`src/rtl/mvn_pkg.sv`:
```
// Shared constants, types and helper functions for the mesh normals block.
// No dependencies.
package mvn_pkg;

  localparam int MAX_VERTICES  = 1024;
  localparam int MAX_TRIANGLES = 1024;
  localparam int COORD_BITS    = 16;

  localparam int VA_W  = $clog2(MAX_VERTICES);
  localparam int TA_W  = $clog2(MAX_TRIANGLES);
  localparam int VC_W  = $clog2(MAX_VERTICES + 1);
  localparam int TC_W  = $clog2(MAX_TRIANGLES + 1);

  localparam int IDX_W = 10;
  localparam int CNT_W = 11;
  localparam int IN_CW = 16;
  localparam int NRM_W = 16;
  localparam int SUM_W = 26;

  localparam int DW = COORD_BITS + 1;
  localparam int EW = (DW > 31) ? 31 : DW;
  localparam int PW = 2 * EW;
  localparam int CW = (PW + 1 > SUM_W) ? PW + 1 : SUM_W;
  localparam int MW = (CW > 21) ? CW : 21;

  localparam int SCL_BITS = 20;
  localparam int FS_FACE  = 13;
  localparam int FS_READ  = 14;
  localparam int NUM_W    = SCL_BITS + FS_READ + 10 + 1;
  localparam int SQ_W     = 2 * SCL_BITS + 2;
  localparam int RAD_W    = SQ_W + SCL_BITS;
  localparam int LEN_W    = 32;
  localparam int DCNT_W   = $clog2(NUM_W);
  localparam int NRM_ONE  = 1 << FS_READ;

  localparam int VTX_W  = 3 * COORD_BITS;
  localparam int TRI_W  = 3 * IDX_W;
  localparam int SUMS_W = 3 * SUM_W;

  localparam int CFG_IW = 1;
  localparam logic [CFG_IW-1:0] REG_VCOUNT = 1'b0;
  localparam logic [CFG_IW-1:0] REG_TCOUNT = 1'b1;

  typedef enum logic [1:0] {
    MODE_LOAD_V, MODE_LOAD_T, MODE_COMPUTE, MODE_READ
  } mode_t;

  typedef enum logic [1:0] {
    ST_OK, ST_RANGE, ST_MISSING
  } status_t;

  typedef enum logic [4:0] {
    OP_NONE, OP_ACCEPT, OP_CLR, OP_TRI_RD, OP_TRI_CHK, OP_VB, OP_VC, OP_VE,
    OP_SHRINK, OP_MUL, OP_MAG, OP_SCALE, OP_SQ, OP_SQRT_INIT, OP_SQRT,
    OP_DIV_INIT, OP_DIV, OP_DIV_DONE, OP_ACC_RD, OP_ACC_WR, OP_TRI_NEXT,
    OP_SUM_RD, OP_SUM_LD, OP_FIN
  } op_t;

  typedef enum logic [4:0] {
    S_IDLE, S_DISPATCH, S_CLEAR, S_TRI_RD, S_TRI_CHK, S_VB, S_VC, S_VE,
    S_SHRINK, S_MUL, S_MAG, S_SCALE, S_SQ, S_SQRT_INIT, S_SQRT, S_DIV_INIT,
    S_DIV, S_DIV_DONE, S_ACC_RD, S_ACC_WR, S_TRI_NEXT, S_SUM_LD, S_FIN
  } state_t;

  typedef struct packed {
    op_t op;
  } cmd_t;

  typedef struct packed {
    mode_t mode;
    logic  in_rng;
    logic  computed;
    logic  clr_last;
    logic  tri_end;
    logic  corner_bad;
    logic  shrink_more;
    logic  mul_last;
    logic  mag_zero;
    logic  scale_done;
    logic  sq_last;
    logic  sqrt_last;
    logic  div_last;
    logic  comp_last;
    logic  corner_last;
    logic  out_free;
  } sts_t;

  function automatic logic signed [COORD_BITS-1:0] coord_of(input logic [IN_CW-1:0] raw);
    logic [47:0] w;
    w = 48'(raw);
    return w[COORD_BITS-1:0];
  endfunction

  function automatic logic [VA_W-1:0] vaddr(input logic [IDX_W-1:0] i);
    logic [31:0] w;
    w = 32'(i);
    return w[VA_W-1:0];
  endfunction

  function automatic logic [TA_W-1:0] taddr(input logic [IDX_W-1:0] i);
    logic [31:0] w;
    w = 32'(i);
    return w[TA_W-1:0];
  endfunction

  function automatic logic too_wide(input logic signed [DW-1:0] d);
    logic signed [63:0] w;
    w = 64'(d);
    return (w >= 64'sd1073741824) || (w <= -64'sd1073741824);
  endfunction

  // halve toward zero
  function automatic logic signed [DW-1:0] half_tz(input logic signed [DW-1:0] d);
    logic signed [DW-1:0] t;
    t = d + $signed({{(DW-1){1'b0}}, d[DW-1]});
    return t >>> 1;
  endfunction

  function automatic logic signed [SUM_W-1:0] sat_sum(input logic signed [SUM_W-1:0] s,
                                                      input logic signed [NRM_W-1:0] n);
    logic signed [SUM_W:0] t;
    t = (SUM_W+1)'(s) + (SUM_W+1)'(n);
    if (t[SUM_W] != t[SUM_W-1]) begin
      return t[SUM_W] ? {1'b1, {(SUM_W-1){1'b0}}} : {1'b0, {(SUM_W-1){1'b1}}};
    end
    return t[SUM_W-1:0];
  endfunction

endpackage

```
`src/rtl/mvn_ctrl.sv`:
```
// Sequencer for the mesh normals block: picks one datapath op per cycle.
// Depends on mvn_pkg.
module mvn_ctrl import mvn_pkg::*; (
  input  logic   clk,
  input  logic   rst_n,
  input  logic   in_valid,
  output logic   in_ready,
  input  sts_t   sts,
  output cmd_t   cmd
);
  state_t state_r, state_nxt;
  logic   is_read;

  assign is_read = (sts.mode == MODE_READ);

  always_ff @(posedge clk) begin
    if (!rst_n) begin
      state_r <= S_IDLE;
    end else begin
      state_r <= state_nxt;
    end
  end

  always_comb begin
    state_nxt = state_r;
    unique case (state_r)
      S_IDLE:      if (in_valid) state_nxt = S_DISPATCH;
      S_DISPATCH: begin
        priority if (sts.mode == MODE_COMPUTE) begin
          state_nxt = S_CLEAR;
        end else if (is_read && sts.in_rng && sts.computed) begin
          state_nxt = S_SUM_LD;
        end else begin
          state_nxt = S_FIN;
        end
      end
      S_CLEAR:     if (sts.clr_last) state_nxt = S_TRI_RD;
      S_TRI_RD:    state_nxt = sts.tri_end ? S_FIN : S_TRI_CHK;
      S_TRI_CHK:   state_nxt = sts.corner_bad ? S_TRI_NEXT : S_VB;
      S_VB:        state_nxt = S_VC;
      S_VC:        state_nxt = S_VE;
      S_VE:        state_nxt = S_SHRINK;
      S_SHRINK:    if (!sts.shrink_more) state_nxt = S_MUL;
      S_MUL:       if (sts.mul_last) state_nxt = S_MAG;
      S_SUM_LD:    state_nxt = S_MAG;
      S_MAG: begin
        if (sts.mag_zero) begin
          state_nxt = is_read ? S_FIN : S_TRI_NEXT;
        end else begin
          state_nxt = S_SCALE;
        end
      end
      S_SCALE:     if (sts.scale_done) state_nxt = S_SQ;
      S_SQ:        if (sts.sq_last) state_nxt = S_SQRT_INIT;
      S_SQRT_INIT: state_nxt = S_SQRT;
      S_SQRT:      if (sts.sqrt_last) state_nxt = S_DIV_INIT;
      S_DIV_INIT:  state_nxt = S_DIV;
      S_DIV:       if (sts.div_last) state_nxt = S_DIV_DONE;
      S_DIV_DONE: begin
        if (sts.comp_last) begin
          state_nxt = is_read ? S_FIN : S_ACC_RD;
        end else begin
          state_nxt = S_DIV_INIT;
        end
      end
      S_ACC_RD:    state_nxt = S_ACC_WR;
      S_ACC_WR:    state_nxt = sts.corner_last ? S_TRI_NEXT : S_ACC_RD;
      S_TRI_NEXT:  state_nxt = S_TRI_RD;
      S_FIN:       if (sts.out_free) state_nxt = S_IDLE;
      default:     state_nxt = S_IDLE;
    endcase
  end

  always_comb begin
    cmd.op   = OP_NONE;
    in_ready = 1'b0;
    unique case (state_r)
      S_IDLE: begin
        in_ready = 1'b1;
        if (in_valid) cmd.op = OP_ACCEPT;
      end
      S_DISPATCH:  if (is_read && sts.in_rng && sts.computed) cmd.op = OP_SUM_RD;
      S_CLEAR:     cmd.op = OP_CLR;
      S_TRI_RD:    if (!sts.tri_end) cmd.op = OP_TRI_RD;
      S_TRI_CHK:   cmd.op = OP_TRI_CHK;
      S_VB:        cmd.op = OP_VB;
      S_VC:        cmd.op = OP_VC;
      S_VE:        cmd.op = OP_VE;
      S_SHRINK:    cmd.op = OP_SHRINK;
      S_MUL:       cmd.op = OP_MUL;
      S_SUM_LD:    cmd.op = OP_SUM_LD;
      S_MAG:       cmd.op = OP_MAG;
      S_SCALE:     cmd.op = OP_SCALE;
      S_SQ:        cmd.op = OP_SQ;
      S_SQRT_INIT: cmd.op = OP_SQRT_INIT;
      S_SQRT:      cmd.op = OP_SQRT;
      S_DIV_INIT:  cmd.op = OP_DIV_INIT;
      S_DIV:       cmd.op = OP_DIV;
      S_DIV_DONE:  cmd.op = OP_DIV_DONE;
      S_ACC_RD:    cmd.op = OP_ACC_RD;
      S_ACC_WR:    cmd.op = OP_ACC_WR;
      S_TRI_NEXT:  cmd.op = OP_TRI_NEXT;
      S_FIN:       if (sts.out_free) cmd.op = OP_FIN;
      default:     cmd.op = OP_NONE;
    endcase
  end
endmodule

```
`config.mk`:
```
export PLATFORM = sky130hd
export DESIGN_NAME = mvn_ctrl
export DESIGN_NICKNAME = d
export VERILOG_FILES = /design/src/rtl/mvn_pkg.sv /design/src/rtl/mvn_ctrl.sv
export SDC_FILE = /design/constraint.sdc
export NUM_CORES = 1
export LEC_CHECK = 0
export ABC_CLOCK_PERIOD_IN_PS = 1660
export BUFFER_PORTS_ARGS = -buffer_cell sky130_fd_sc_hd__buf_2
export CELL_PAD_IN_SITES_DETAIL_PLACEMENT = 0
export CELL_PAD_IN_SITES_GLOBAL_PLACEMENT = 1
export CORE_MARGIN = 1.5
export CORE_UTILIZATION = 35
export CTS_CLUSTER_SIZE = 14
export DETAILED_ROUTE_END_ITERATION = 8
export GPL_TIMING_DRIVEN = 1
export PLACE_DENSITY = 0.8
export SKIP_CTS_REPAIR_TIMING = 1
export SLEW_MARGIN = 0
export SYNTH_ARGS = -nofsm -noshare
export SYNTH_HDL_FRONTEND = slang
export SYNTH_SLANG_ARGS = --single-unit
```
`constraint.sdc`:
```
create_clock -name clk -period 1.66 [get_ports clk]
set_input_delay 0.083 -clock clk [delete_from_list [all_inputs] [get_ports clk]]
set_output_delay 0.083 -clock clk [all_outputs]
set_load 0.005 [all_outputs]
```
After elaboration in Yosys (flattened, before gate mapping)
Index checks and enable logic that the tools add are counted.

Register bits after elaboration: 5. Bits in latches: 0. Bits in writable memories: 0. Memory bits (read-only): 0. Input port bits: 20. Output and inout bits: 6. Word-level logic and storage cells: 63. Memories kept: 0.

Add/subtract/negate cells: 0. Multiply operators: 0. Divide/modulo/power cells: 0. $lt $le $gt $ge: 0. Equal/unequal tests: 33. Shift-type cells: 0. Muxes and demuxes: 25. Bitwise gates (word level): 0. Reductions and logical operators: 4.

Operators by type and width (count): $pmux 5 s23 (2); $mux 5 (16); $eq 5x4->1 const B (8); $eq 5x5->1 const B (7); $eq 5x3->1 const B (4); $ne 2x2->1 const B (9); $eq 5x2->1 const B (2); $reduce_and 9->1 (1); $mux 2 (3); $mux 3 (2); $eq 5x1->1 const B (1); $logic_not 5->1 (1); $eq 2x2->1 const B (2); $logic_and 1x1->1 (2); $mux 1 (2).

Longest topological paths before layout
Word-level depth: 6. Mapped depth: 7. Depth with buffers taken out: 5.

Least setup slack after synthesis
OpenSTA, ideal clock, no wires.

Path type: register to register. Start: reg state_r[2]. End: reg state_r[4]. Library setup time: 0.075 ns. Data arrival time: 1.345 ns. Data required time: 1.585 ns. Slack: 0.240 ns. Stages on the path, launching flop included: 7. Path buffers: 1. Clock period less this slack: 1.420 ns. Path through: dfxtp_1 buf_6 and3b_1 o2111ai_2 nand3_2 or3_4 o22ai_1.

Cells in the longest elaborated chain, start to end: 3. Elaborated cells between the ends (all ways): 34. Classes of those cells: eq/ne: 31; mux: 1; reduce/logical: 2.

RTL lines: from (decl) (line mvn_ctrl.sv:11) `state_t state_r, state_nxt;`; from (signal assigned) (line mvn_ctrl.sv:20) `state_r <= state_nxt;`; $eq 5x2->1 (tied with other cells) (line mvn_ctrl.sv:26) `unique case (state_r)`; $ne 2x2->1 (no source line); $reduce_and 9->1 (no source line).

Parallel ways exist; a longest one is shown, timed or not. A chain may end at the register's enable or synchronous reset.

Worst setup path in the final report
Start: reg state_r[2]. End: reg state_r[1].

Same word-level chain as after synthesis.

==> flow_summary.toml <==
[outcome]
status = "finished, final reports clean"

[cells_and_area]
multiInputGateArea_sq_um = 681
regArea_sq_um = 109
largest_register_ff_count = 5
drive_above_1_share = 0.491
top_register = "state_r"
fin_area_sq_um = 1240
num_antenna_cells = 0
fin_nets = 186
area_delta_synth_final_pct = 48.7
final_util = 0.554
fill_cells = 234
largestRegisters = "state_r: 5 flops"

[floorplan]
die_h_microns = 51.8
num_rows = 17
num_io_pins = 26
die_w_microns = 51.8
core-area_sq_um = 2230
initial_core_util = 0.373
dieArea_sq_um = 2680

[logic_synthesis]
yosysWarnings = 0
ys_seq_area_frac = 0.120
synth-edff-count = 0
avgSynthCellArea_sq_um = 7.11
async_flop_share = 0
syn_nets = 137
synthDistinctLibCells = 48
synth_ff_type = "dfxtp_1"
syn_area_sq_um = 832
synth_seq_cells = 5
synth_cells = 117

[detailed_routing]
drc = 0
routed_wl_mm = 2.90
drtIter0Drc = 30
wire_per_inst_microns = 15.0
drt_pre_antenna_iters = 4
ant_nets = 0
viasPerCell = 5.97
num_vias = 1152

[hold_path]
hold_start = "rst_n"
hp-class = "in2reg"

[power]
cellPowerDensity_nw_per_um2 = 1730
p_leak_nw = 0.518
max-vdd-ir-drop_mv = 0.817

[setup_path]
crit_path_start_kind = "flop"
timing_worst_setup_path_type = "reg2reg"
r2r_start = "state_r[2]"
cp_data_required_time_ps = 1840
cp-startpoint = "state_r[2]"
worstPathArrival_ps = 1770
endpoint_kind = "flop"
worstPathMaxFanout = 11

[cts]
cts_made_buffers = 3
h-tree-depth = 1
clk_pin_slew_worst_paths_ps = 50
clock_latency_ps = 250
cts_sinks = 5
clockBufferDepth = 2
cts_root_buf = "clkbuf_4"
cts_tree = "yes"

[placement]
dp_hpwl_mm = 2.19
placed_cell_area_sq_um = 1140
io_buffers = 25
gp_congestion = 0.943

[grt]
antenna_found_initial = 0
grt_pass1_wl_mm = 4.52
gr-total-overflow = 0
grt_max_degree = 24
grt_use_total = 0.221
grt_pass1_vias = 1030

[timing]
period_share = 0.961
drv_slew = 0
tightest_slew_ps = 454
finalSetupTns_ps = 0
min_period_ps = 1590
relSlewSlack = 0.697
finClkSkew_ps = 1.55
setup_violations = 0
final_hold_viol_count = 0
max_freq_mhz = 627

[flow_run]
drv_cap = 0
-- where the power goes --
| group | leakage, nW | switching (mW) | total (mW) | internal [mW] |
|---|---|---|---|---|
| combinational | 0.457 | 0.831 | 1.71 | 0.877 |
| clock | 0.0177 | 0.0614 | 0.149 | 0.0878 |
| sequential | 0.0433 | 0.100 | 0.282 | 0.182 |
| total | 0.518 | 0.992 | 2.14 | 1.15 |
-- synthesized netlist by cell type (2+ instances only) --
cell | n | area share
a21oi_1 | 10 | 0.060
o21ai_0 | 7 | 0.042
buf_2 | 6 | 0.036
nand2_1 | 6 | 0.027
nor2_1 | 6 | 0.027
a31oi_1 | 5 | 0.038
dfxtp_1 | 5 | 0.12
nand2b_1 | 5 | 0.038
nand3_1 | 5 | 0.030
o22ai_1 | 5 | 0.038
inv_1 | 4 | 0.018
nor2b_1 | 4 | 0.030
a211oi_1 | 3 | 0.027
buf_6 | 3 | 0.041
inv_2 | 3 | 0.014
nor3_1 | 3 | 0.018
o211ai_1 | 3 | 0.027
nand4_1 | 2 | 0.015
o2111ai_2 | 2 | 0.036
xnor2_1 | 2 | 0.021
-- layout make-up --
type	count	share of cell area
clock buffers	3	0.0182
repair buffers	54	0.290
flip-flops and latches	5	0.0880
well taps	28	0.0283
inverters	7	0.0212
clock inverters	1	0.00404
multi-input cells	95	0.550
-- path summary, 6_finish.rpt --
kind / end / slack [ps] / cells after the start
max: state_r[1] / 70 / 6
max reg2reg: state_r[1] / 70 / 6
min reg2reg: state_r[0] / 590 / 2
min: state_r[3] / 120 / 3
-- cell families after synthesis --
kind of cell           count (synthesis)  synth area share
AO/OA/AOI/OAI                         48             0.405
flip-flops                             5             0.120
multiplexers                           3            0.0391
buffers and inverters                 17             0.117
AND/OR/NAND/NOR                       42             0.298
XOR/XNOR                               2            0.0211
-- critical path, cell delays in order (launching register included) --
cell      delay [ps]
dfxtp_4          370
buf_4            180
or2_1            260
a221oi_1         290
a31oi_1           70
o221a_2          260
o22ai_1           90
-- layout by cell type (no fill, tap or decap), types with 4 or more instances in the layout --
cell      netlist  routed
buf_2           6      25
dfxtp_2         0       4
o21ai_0         7       6
inv_1           4       4
buf_4           1      27
nand3_1         5       5
a31oi_1         5       5
nand2_1         6       6
a21oi_1        10      10
nand2b_1        5       4
nor2_1          6       5
-- routing by layer --
layer | part of all wire | GRT usage
met4 | 0.013 | 0.0658
met1 | 0.43 | 0.287
met2 | 0.48 | 0.363
met5 | 0 | 0
met3 | 0.084 | 0.0489
-- metrics by stage --
step | hold slack [ps] | cells | setup WS (ps) | total power, mW
after global placement | 363 | 188 | 33.8 | 1.83
after global routing | 135 | 193 | -18.3 | 2.29
after floorplan | 218 | 117 | 240 | 1.25
after CTS | 101 | 192 | -125 | 1.99
after detailed placement | 364 | 188 | 16.2 | 1.84
final | 122 | 193 | 65.1 | 2.14
Power figures use the tool's default switching activity.
